[config.mk]
export PLATFORM = sky130hd
export DESIGN_NAME = slsd_scorer
export DESIGN_NICKNAME = d
export VERILOG_FILES = /design/src/hw/rtl/slsd_pkg.sv /design/src/hw/rtl/slsd_scorer.sv
export SDC_FILE = /design/constraint.sdc
export NUM_CORES = 1
export LEC_CHECK = 0
export BUFFER_PORTS_ARGS = -buffer_cell sky130_fd_sc_hd__buf_4
export CORE_ASPECT_RATIO = 0.8
export CORE_MARGIN = 2
export CORE_UTILIZATION = 45
export DETAILED_ROUTE_END_ITERATION = 8
export GPL_TIMING_DRIVEN = 0
export PLACE_DENSITY = 0.7
export SETUP_SLACK_MARGIN = 0.4
export SYNTH_ARGS = -nofsm -noshare
export SYNTH_HDL_FRONTEND = slang
export SYNTH_SLANG_ARGS = --single-unit
[constraint.sdc]
create_clock -name clk -period 5.8 [get_ports clk]
set_clock_uncertainty 0.15 [all_clocks]
set_input_delay 0.29 -clock clk [delete_from_list [all_inputs] [get_ports clk]]
set_output_delay 0.29 -clock clk [all_outputs]
set_load 0.005 [all_outputs]
[src/hw/rtl/slsd_pkg.sv]
`default_nettype none
package slsd_pkg;

  // Table depth default.
  localparam int TABLE_ENTRIES_DEF = 64;

  // Event kinds.
  localparam logic [1:0] KIND_INSTR = 2'd0;
  localparam logic [1:0] KIND_STORE = 2'd1;
  localparam logic [1:0] KIND_LOAD  = 2'd2;

  // Configuration register indexes.
  localparam int CFG_IDX_W = 8;
  localparam logic [CFG_IDX_W-1:0] REG_SCORE_THRESHOLD = 8'd0;
  localparam logic [CFG_IDX_W-1:0] REG_MAX_TIME_GAP    = 8'd1;
  localparam logic [CFG_IDX_W-1:0] REG_STACK_REACH     = 8'd2;
  localparam logic [CFG_IDX_W-1:0] REG_STALE_AGE       = 8'd3;

  // Configuration reset values.
  localparam logic [3:0]  THRESHOLD_RST = 4'd6;
  localparam logic [31:0] MAX_GAP_RST   = 32'd20000;
  localparam logic [15:0] REACH_RST     = 16'd1024;
  localparam logic [31:0] STALE_RST     = 32'd100000;

  // Scoring limits.
  localparam logic [63:0] GAP_NEAR   = 64'd500;
  localparam logic [63:0] GAP_MID    = 64'd5000;
  localparam logic [6:0]  SIZE_SPILL = 7'd8;
  localparam logic [63:0] IDIST_NEAR = 64'd5;

  // One table entry as stored in the memory.
  typedef struct packed {
    logic [63:0] address;
    logic [63:0] pc;
    logic [63:0] tick;
    logic [6:0]  size;
    logic [63:0] stack_pointer;
    logic [63:0] icount;
  } entry_t;

  // Scorer result.
  typedef struct packed {
    logic              done;
    logic signed [4:0] score;
  } score_res_t;

endpackage
`default_nettype wire

[src/hw/rtl/slsd_scorer.sv]
`default_nettype none
module slsd_scorer
  import slsd_pkg::*;
(
  input  wire logic        clk,
  input  wire logic        rst_n,
  input  wire logic        start,
  input  wire entry_t      entry,
  input  wire logic [63:0] load_pc,
  input  wire logic [63:0] ld_tick,
  input  wire logic [63:0] icount,
  input  wire logic [31:0] max_time_gap,
  input  wire logic [15:0] stack_reach,
  output score_res_t       res
);

  logic        a_vld_r;
  logic [63:0] gap_r;
  logic [63:0] idist_r;
  logic [63:0] low_r;
  logic [63:0] addr_r;
  logic [63:0] sp_r;
  logic        pc_eq_r;
  logic        size8_r;
  logic        done_r;
  logic signed [4:0] score_r;
  logic signed [4:0] score_nxt;
  logic        zero;
  logic [2:0]  time_pts;
  logic        stack_hit;

  // First stage: the three wide differences.
  always_ff @(posedge clk) begin
    if (!rst_n) begin
      a_vld_r <= 1'b0;
    end else begin
      a_vld_r <= start;
    end
    gap_r   <= ld_tick - entry.tick;
    idist_r <= icount - entry.icount;
    low_r   <= entry.stack_pointer - {48'd0, stack_reach};
    addr_r  <= entry.address;
    sp_r    <= entry.stack_pointer;
    pc_eq_r <= entry.pc == load_pc;
    size8_r <= entry.size == SIZE_SPILL;
  end

  // Second stage: compares and the sum of points.
  always_comb begin
    zero = (gap_r == 64'd0) || pc_eq_r || (idist_r == 64'd0);
    if (gap_r < GAP_NEAR) begin
      time_pts = 3'd3;
    end else if (gap_r < GAP_MID) begin
      time_pts = 3'd2;
    end else if (gap_r < {32'd0, max_time_gap}) begin
      time_pts = 3'd1;
    end else begin
      time_pts = 3'd0;
    end
    stack_hit = (sp_r != 64'd0) && (addr_r >= low_r) && (addr_r < sp_r);
    if (zero || time_pts == 3'd0) begin
      score_nxt = 5'sd0;
    end else begin
      score_nxt = $signed({2'b00, time_pts})
                + (stack_hit ? 5'sd4 : 5'sd0)
                + (size8_r ? 5'sd2 : 5'sd0)
                + ((idist_r < IDIST_NEAR) ? -5'sd2 : 5'sd1);
    end
  end

  always_ff @(posedge clk) begin
    if (!rst_n) begin
      done_r <= 1'b0;
    end else begin
      done_r <= a_vld_r;
    end
    score_r <= score_nxt;
  end

  assign res.done  = done_r;
  assign res.score = score_r;

endmodule
`default_nettype wire

==> metrics.cfg, run 1 <==
[clock_tree]
cts_tree = yes
root_buffer = clkbuf_16
cts_resized = 0
clk_latency_ns = 0.53
h-tree-depth = 2
clockBufferDepth = 3
post-cts-setup-buffer-count = 0
cts.sinks = 329
numCtsBuffers = 36
clkTransAtPathRegs_ns = 0.06

[synth]
yosysUniqueCellTypes = 69
ys_ff_latch = 329
synth_top_family_by_area = adder cells
syn_area_sq_um = 21300
synth_compound_area_frac = 0.182
synthMuxAreaShare = 0.000470
syn_nets = 3396
yosysWarnings = 0
synthAdderAreaFrac = 0.184
synthSimpleGateAreaFrac = 0.153
ys_seq_area_frac = 0.310
synth_edf_count = 0
synthFlopType = dfxtp_1
synthCells = 2516
avgSynthCellArea_sq_um = 8.46
async_flop_share = 0
synth_xor_area_frac = 0.0987

[floorplanning]
die-area_sq_um = 49000
ios = 576
initial_core_util = 0.454
die_h_um = 198
std_cell_rows = 71
coreArea_sq_um = 46800
die_x_um = 247

[global_route]
antenna_found_initial = 7
grt_usage = 0.308
grt_start_max_net_pins = 16
grt_pass1_vias = 21191
grt_overflow = 0
grt_pass1_wl_um = 117000

[timing]
finalCritPeriodShare = 0.831
slew_violations = 0
maxSlewHeadroom = 0.177
grt_setup_unrepaired = no
post-route-min-period_ns = 4.82
finalHoldViolations = 0
max_freq_mhz = 208
setup_viol = 0
final.setup.tns_ns = 0
worst_pin_slew_ns = 1.22
timing.final.ws_setup_ns = 0.981

[worst_setup_path]
critPathArrivalTime_ns = 5.08
start_kind = flip-flop
crit_slowest_cell = nor4_1
crit_family = compound AO/OA/AOI/OAI gates
worstSetupPathType = reg -> reg
crit_buf_inv = 2
critPathMaxFanout = 2
end_kind = flip-flop
slowest_delay_ns = 0.60
worstPathRequired_ns = 6.06
timing.critical_path.mode_cell = a21o_1
crit_chain = inv_1, ha_1, a21o_1, a21o_1, a21o_1, a21o_1, a21oi_1, nor2b_1, o21ai_0, o21ai_0, nor4_1, o311ai_0, ha_1, inv_1, ha_1, a21o_1, a21oi_1, xor2_1, and2_1

[power]
p_leak_nw = 14.6
power_density_nw_per_um2 = 242
ir_drop_mv = 0.276

[placement]
port_buffers = 575
dp_hpwl_um = 65900
finalWeightedCongestion = 1.06
place_ws_ns = 1.15

[routing]
ant_nets = 0
dr.pass1.iters = 6
wl_um = 77800
drc = 0
vias = 21079
drt_iter0_markers = 1331
wl_per_cell_um = 19.8
vias_per_cell = 5.38

[final_layout]
final_common_cell = buf_4
final_cell_mix = 576 x buf_4, 353 x inv_1, 329 x dfxtp_1, 305 x ha_1, 210 x a21oi_1
area_growth_pct = 36.2
drive_gt1_frac = 0.198
layout.nets = 4148

[job]
maxCapViolCount = 0

[hold_path]
hp-class = in -> reg

[outcome]
status = finished, final reports clean

## through the flow
step | instances | utilization | area, sq um | hold WS [ns] | power [W]
after global routing | 3919 | 0.619 | 29000 | 0.0291 | 0.00736
after CTS | 3914 | 0.619 | 29000 | 0.00295 | 0.00700
final | 3919 | 0.619 | 29000 | 0.0164 | 0.00701
after detailed placement | 3711 | 0.563 | 26400 | 0.246 | 0.00458
after global placement | 3711 | 0.563 | 26400 | 0.246 | 0.00454
after floorplan | 2516 | - | 21300 | 0.168 | 0.00381
## metal layers
metal | vias to the layer above | routed length, um | part of all wire | global-route usage
li1 | 10347 | - | - | -
met1 | 9911 | 37300 | 0.48 | 0.439
met2 | 709 | 33900 | 0.44 | 0.485
met3 | 108 | 4840 | 0.062 | 0.0449
met4 | 4 | 1720 | 0.022 | 0.0750
met5 | - | 27 | 0.00035 | 0
## tightest hold or removal path: cells and delay by family
family / cells / cell delay [ns]
xor gates and xnor gates: 1 / 0.08
adders and majority gates: 1 / 0.19
buffers and inverters: 1 / 0.08
## power breakdown
group	total, W	internal, W	switching [W]
registers	0.00269	0.00256	0.000127
logic	0.00198	0.000932	0.00105
clock network	0.00234	0.00140	0.000941
## timing repair
item / 4_1_cts / 5_1_grt
hold buffers: 139 / 0
endpoints found under the setup margin: 0 / 0
hold endpoints to repair: 188 / 0
## cells by family (layout without fill, tap and decap cells)
| kind of cell | after synthesis | after routing |
|---|---|---|
| muxes | 1 | 1 |
| DFF | 329 | 329 |
| other | 0 | 5 |
| AOI/OAI and AO/OA | 619 | 619 |
| xor gates and xnor gates | 239 | 239 |
| adders and majority gates | 310 | 310 |
| buffers and inverters | 400 | 1178 |
| and+or+nand+nor | 618 | 618 |
## final timing paths
kind	from	to	slack, ns	cells after the start
setup / recovery	sp_r[57]$_DFF_P_	score_r[4]$_SDFF_PP0_	0.98	19
hold / removal	icount[39]	idist_r[39]$_DFF_P_	0.02	3
setup reg to reg	sp_r[57]$_DFF_P_	score_r[4]$_SDFF_PP0_	0.98	19
hold reg to reg	a_vld_r$_SDFF_PN0_	done_r$_SDFF_PN0_	0.29	1
## Yosys cell counts, types with 4 or more instances
master,count,area [sq um]
a21oi_1,210,1050
and2_1,19,119
a221oi_1,7,61.3
a31oi_1,20,125
xor2_1,142,1240
and3_1,13,81.3
ha_1,305,3820
nand2b_1,41,257
or3_1,16,100
o21ai_0,119,596
inv_1,353,1330
or2_2,5,31.3
nor2_1,100,375
a211oi_1,16,120
clkbuf_1,42,158
o21a_1,22,165
or4_1,7,52.6
xnor2_1,96,841
nor4_1,83,519
dfxtp_1,329,6590
o31ai_1,8,60.1
nand3_1,48,240
fa_1,5,100
o311ai_0,4,35.0
a21o_1,116,871
nor2b_1,28,175
o211ai_1,15,113
nor3_1,51,255
o2111ai_1,6,52.6
nand2_1,116,435
a21boi_0,7,52.6
a41oi_1,8,70.1
o21bai_1,26,195
and4_1,5,43.8
nand4_1,74,463
## area by class of cell
type / count / area (sq um)
well taps: 620 / 776
repair buffers: 714 / 5710
clock buffers: 46 / 988
inverters: 353 / 1330
multi-input cells: 1787 / 13200
plain buffers: 47 / 196
fillers: 4022 / 17800
diodes: 5 / 12.5
flip-flops and latches: 329 / 6590
clock inverters: 18 / 226
## sequential cells by signal, summed over array words and instances (netlist names)
name	count
a_vld_r	1
done_r	1
gap_r	64
low_r	64
addr_r	64
idist_r	64
size8_r	1
score_r	5
sp_r	64
pc_eq_r	1
No activity file was read; power rests on OpenSTA's default activity.
==> inputs of run 2 (changes only) <==
Settings changed: ABC_AREA set to 1, PLACE_DENSITY 0.7 to 0.71.
Clock period 5.8 ns to 4.3 ns, I/O delays scaled along.
==> run 2 against run 1 <==
Effect of this change:
- non-clock buffer count grew 26
- hold slack is essentially flat
- global-route usage grew 4.2 points
==> metrics.cfg, run 2 <==
[clock_tree]
cts.sinks = 329
cts_tree = yes
numCtsBuffers = 38
h-tree-depth = 2
clkTransAtPathRegs_ns = 0.06
clockBufferDepth = 3
cts_resized = 0
post-cts-setup-buffer-count = 0
clk_latency_ns = 0.55
root_buffer = clkbuf_16

[global_route]
grt_start_max_net_pins = 16
grt_usage = 0.349
grt_pass1_vias = 27889
antenna_found_initial = 13
met2_usage = 0.565
grt_busiest_layer = met2
gr-usage-met3 = 0.0623
grt_overflow = 0
grtUsageMet1 = 0.465
grt_pass1_wl_um = 158000

[timing]
maxSlewHeadroom = 0.303
setup_viol = 0
max_freq_mhz = 276
grt_setup_unrepaired = no
finalCritPeriodShare = 0.841
slew_violations = 0
worst_pin_slew_ns = 1.04
finalHoldViolations = 0
final.setup.tns_ns = 0
post-route-min-period_ns = 3.62

[synth]
synth.largest_area_cell = dfxtp_1
yosysUniqueCellTypes = 47
synthFlopType = dfxtp_1
synthMuxAreaShare = 0
yosysWarnings = 0
synth.most_common_cell = nand2_1
syn_nets = 4886
ys_seq_area_frac = 0.253
synth_compound_area_frac = 0.0970
syn_area_sq_um = 26000
avgSynthCellArea_sq_um = 6.49
synth_area_leaders = dfxtp_1 25%, ha_1 15%, nand2_1 14%, inv_1 11%, nor2_1 7.2%
synthAdderAreaFrac = 0.151
async_flop_share = 0
synthCells = 4006
synth_top_family_by_area = simple AND/OR/NAND/NOR gates
synth_xor_area_frac = 0.0596
synthSimpleGateAreaFrac = 0.326
ys_ff_latch = 329
synth_common_cells = 947 x nand2_1, 747 x inv_1, 498 x nor2_1
synth_edf_count = 0
synth_top_area_frac = 0.253

[floorplanning]
std_cell_rows = 78
die_h_um = 219
initial_core_util = 0.457
coreArea_sq_um = 56900
ios = 576
die_x_um = 273
die-area_sq_um = 59800

[worst_setup_path]
worstPathRequired_ns = 4.64
end_kind = flip-flop
crit_chain = inv_1, ha_1, nand2_1, inv_1, nand3_1, nor3_1, nand2_1, nor3_1, nand2_1, nand3_1, ha_1, inv_1, ha_1, nand2_1, nor2_1, a211oi_1, xor2_1, inv_1, nor2_1
critPathArrivalTime_ns = 3.96
start_kind = flip-flop
worstSetupPathType = reg -> reg
critPathMaxFanout = 3
slowest_delay_ns = 0.46
crit_slowest_cell = nor3_1

[power]
power_density_nw_per_um2 = 300
ir_drop_mv = 0.309
p_leak_nw = 18.1

[routing]
wl_um = 107000
vias = 28659
dr.pass1.iters = 6
drc = 0
wl_per_cell_um = 19.0
drt_iter0_markers = 2436
ant_nets = 0
vias_per_cell = 5.09

[final_layout]
area_growth_pct = 33.9
final_cell_mix = 947 x nand2_1, 747 x inv_1, 577 x buf_4, 498 x nor2_1, 329 x dfxtp_1
final_common_cell = nand2_1
drive_gt1_frac = 0.179
final_area_sq_um = 34800
layout.nets = 5712
fill_cells = 5284

[hold_path]
hp-class = in -> reg

[placement]
dpl-instance-area_sq_um = 31300
dp_hpwl_um = 89700
finalWeightedCongestion = 1.06
port_buffers = 575

[outcome]
status = finished, final reports clean

[job]
maxCapViolCount = 0

run 2: cell types whose count changed after synthesis, sizes merged, moves of 28 or more:
cell,before,now
a21o,116,12
a21oi,210,267
clkbuf,42,0
inv,353,782
nand2,116,1014
nand2b,41,1
nand3,48,205
nor2,100,558
nor2b,28,0
nor4,83,23
xor2,142,100
run 2: metrics by stage:
step	total power, W	setup WS [ns]	std cells	hold slack, ns	util
finish	0.0105	0.683	5634	0.0160	0.612
global route	0.0110	0.525	5632	0.00743	0.612
CTS	0.0104	0.477	5623	0.000931	0.612
detailed placement	0.00668	0.672	5342	0.171	0.550
global placement	0.00664	0.748	5341	0.170	0.550
floorplan	0.00541	1.45	4006	0.0927	-
run 2: layout make-up:
cell class	instances	area [sq um]	area share
clock inverter	18	264	0.00758
inverter	782	2940	0.0843
buffer	1	7.51	0.000216
sequential	329	6590	0.189
timing repair buffer	786	6430	0.185
multi-input combinational	2894	16500	0.473
clock buffer	52	1130	0.0326
tap	760	951	0.0273
antenna	12	30.0	0.000862
run 2: per-layer routing:
layer,vias to the layer above,wire (um)
met5,-,12
met3,184,9320
met4,2,3990
li1,14248,-
met1,13000,46500
met2,1225,47300
run 2: path summary, 6_finish.rpt:
kind	start	end	slack [ns]	cells past startpoint
setup / recovery	sp_r[63]$_DFF_P_	score_r[4]$_SDFF_PP0_	0.68	19
hold / removal	ld_tick[26]	gap_r[26]$_DFF_P_	0.02	3
setup reg to reg	sp_r[63]$_DFF_P_	score_r[4]$_SDFF_PP0_	0.68	19
hold reg to reg	a_vld_r$_SDFF_PN0_	done_r$_SDFF_PN0_	0.32	2
run 2: critical path: cells and delay by family, from the launching register on:
| family | cells | cell delay [ns] |
|---|---|---|
| DFF | 1 | 0.31 |
| and+or+nand+nor | 10 | 1.68 |
| xor gates and xnor gates | 1 | 0.17 |
| adders and majority gates | 3 | 0.79 |
| AOI/OAI and AO/OA | 1 | 0.21 |
| buffers and inverters | 4 | 0.23 |
run 2: kinds of logic (layout without fill, tap and decap cells):
| kind of cell | count (synthesis) | after routing |
|---|---|---|
| adder cells (fa/ha/maj) | 310 | 310 |
| AND/OR/NAND/NOR | 1941 | 1941 |
| buffers and inverters | 783 | 1639 |
| XOR/XNOR | 177 | 177 |
| flip-flops | 329 | 329 |
| AO/OA/AOI/OAI | 466 | 466 |
| other | 0 | 12 |
run 2: report_power, final:
part           switching [W]  internal [W]  total [W]
registers           0.000162       0.00343    0.00360
logic                0.00197       0.00134    0.00332
clock network        0.00138       0.00217    0.00355
total                0.00352       0.00695     0.0105
run 2: what timing repair did:
item | 4_1_cts | 5_1_grt
endpoints found under the setup margin | 0 | 1
hold buffers | 211 | 0
endpoints found under the hold margin | 240 | 0
==> inputs of run 3 (changes only) <==
Settings changed: ABC_AREA 1 to 0, PLACE_DENSITY 0.71 to 0.7.
Clock period 4.3 ns to 3.8 ns, I/O delays scaled along.
==> run 3 against run 2 <==
Effect of this change:
- combinational power fell by 3%
- power rose by 7.0%
- wire length fell by 25%
- sequential cell count did not move
- fmax fell by 2.3%
- clock power rose by 9.0%
- sequential share of layout area rose by 2.7 points
- critical endpoint is now score_r[3]$_SDFF_PP0_
- largest cell class unchanged
- highest routed layer unchanged
==> metrics.cfg, run 3 (synthesis results as in run 1) <==
[outcome]
status = finished, final reports clean

[worst_setup_path]
r2r-start = sp_r[59]$_DFF_P_
startpoint = sp_r[59]$_DFF_P_
critPathArrivalTime_ns = 3.98
critPathMaxFanout = 3
worstSetupPathType = reg -> reg
start_kind = flip-flop
end_kind = flip-flop
r2r_cells = 16
worstPathRequired_ns = 4.08

[timing]
finalHoldViolations = 0
setup_viol = 0
timing.final.ws_setup_ns = 0.0977
post-route-min-period_ns = 3.70
final.setup.tns_ns = 0
maxSlewHeadroom = 0.208
worst_pin_slew_ns = 1.18
grt_setup_unrepaired = yes
whs_ns = 0.00545
max_freq_mhz = 270
finalCritPeriodShare = 0.974
slew_violations = 0

[final_layout]
final_cell_mix = 585 x buf_4, 350 x inv_1, 323 x dfxtp_1, 300 x ha_1, 229 x dlygate4sd3_1
layout.nets = 4248
drive_gt1_frac = 0.214
area_growth_pct = 43.1
final_common_cell = buf_4

[power]
ir_drop_mv = 0.325
power_density_nw_per_um2 = 368
p_leak_nw = 15.1

[clock_tree]
clockBufferDepth = 3
clkTransAtPathRegs_ns = 0.06
numCtsBuffers = 36
cts.sinks = 329
clk_latency_ns = 0.55
cts_tree = yes
root_buffer = clkbuf_16
h-tree-depth = 2

[routing]
vias_per_cell = 5.39
wl_per_cell_um = 20.0
ant_nets = 0
dr.pass1.iters = 6
vias = 21684
drt_iter0_markers = 1401
drc = 0
wl_um = 80500

[floorplanning]
ios = 576
die_x_um = 247
die_h_um = 198
initial_core_util = 0.454
die-area_sq_um = 49000
std_cell_rows = 71
coreArea_sq_um = 46800

[global_route]
grt_usage = 0.316
antenna_found_initial = 20
grt_pass1_vias = 21772
grt_pass1_wl_um = 120000
grt_start_max_net_pins = 15
grt_overflow = 0

[placement]
place_ws_ns = -0.655
finalWeightedCongestion = 1.09
dp_hpwl_um = 65500
port_buffers = 575

[hold_path]
hp-class = in -> reg
hp-start = load_pc[57]
whs_path_depth = 5

[job]
maxCapViolCount = 0

[run 3: changes by cell type in the layout (fill, tap and decap cells not counted), moves of 40 or more]
| cell | previous run | this run |
|---|---|---|
| clkbuf_1 | 2 | 43 |
| nand2_2 | 63 | 0 |
| nor2_2 | 53 | 0 |
| xor2_1 | 100 | 142 |
| nand2b_1 | 1 | 41 |
| nor2_1 | 498 | 100 |
| nand3_1 | 186 | 48 |
| inv_1 | 747 | 350 |
| nor4_1 | 18 | 76 |
| a21o_1 | 12 | 116 |
| nand2_1 | 947 | 116 |
| a21oi_1 | 257 | 198 |
[run 3: metrics by stage]
| stage | power (W) | instance area [sq um] | util | cells |
|---|---|---|---|---|
| after global routing | 0.0117 | 30400 | 0.650 | 4022 |
| after global placement | 0.00690 | 26400 | 0.563 | 3711 |
| after floorplan | 0.00582 | 21300 | - | 2516 |
| after detailed placement | 0.00698 | 26400 | 0.563 | 3711 |
| after CTS | 0.0111 | 30200 | 0.644 | 4009 |
| final | 0.0112 | 30400 | 0.650 | 4026 |
[run 3: what timing repair did]
item                                   4_1_cts  5_1_grt
pin swaps                                   13       22
hold buffers                               229        0
endpoints found under the hold margin      269        0
buffers inserted                             5        5
setup endpoints to repair                   14       62
gates resized for setup                     36       56
[run 3: final timing paths]
check | slack [ns] | end
worst max-delay path | 0.1 | score_r[3]$_SDFF_PP0_
worst min-delay path | 0.005 | pc_eq_r$_DFF_P_
worst max register to register | 0.1 | score_r[3]$_SDFF_PP0_
worst min register to register | 0.31 | done_r$_SDFF_PN0_
[run 3: per-layer routing]
layer,up-vias,routed length (um),track usage
li1,10529,-,-
met1,10302,37400,0.438
met2,730,36200,0.509
met3,109,5500,0.0568
met4,14,1380,0.0701
met5,-,90,0
[run 3: cell type report]
cell class,instances,area (sq um)
Antenna cell,12,30.0
Buffer,47,210
Clock buffer,46,998
Clock inverter,18,313
Fill cell,3940,16400
Inverter,353,1330
Multi-Input combinational cell,1787,13500
Sequential cell,329,6590
Tap cell,620,776
Timing Repair Buffer,814,6690
[run 3: critical path: stages (launching register included)]
cell and delay [ns]:
dfxtp_1 0.40, inv_1 0.07, ha_1 0.31, nand4_1 0.10, nor2_1 0.26, nand4_1 0.23
or3_4 0.43, a21oi_2 0.17, nor4_2 0.07, buf_4 0.15, o311ai_4 0.12, ha_4 0.27
buf_6 0.11, buf_6 0.10, fa_2 0.37, xnor2_2 0.15, and2_1 0.15
[run 3: where the power goes]
group | switching, W | total (W) | internal (W)
Combinational | 0.00166 | 0.00322 | 0.00156
Sequential | 0.000203 | 0.00411 | 0.00391
Clock | 0.00151 | 0.00387 | 0.00236
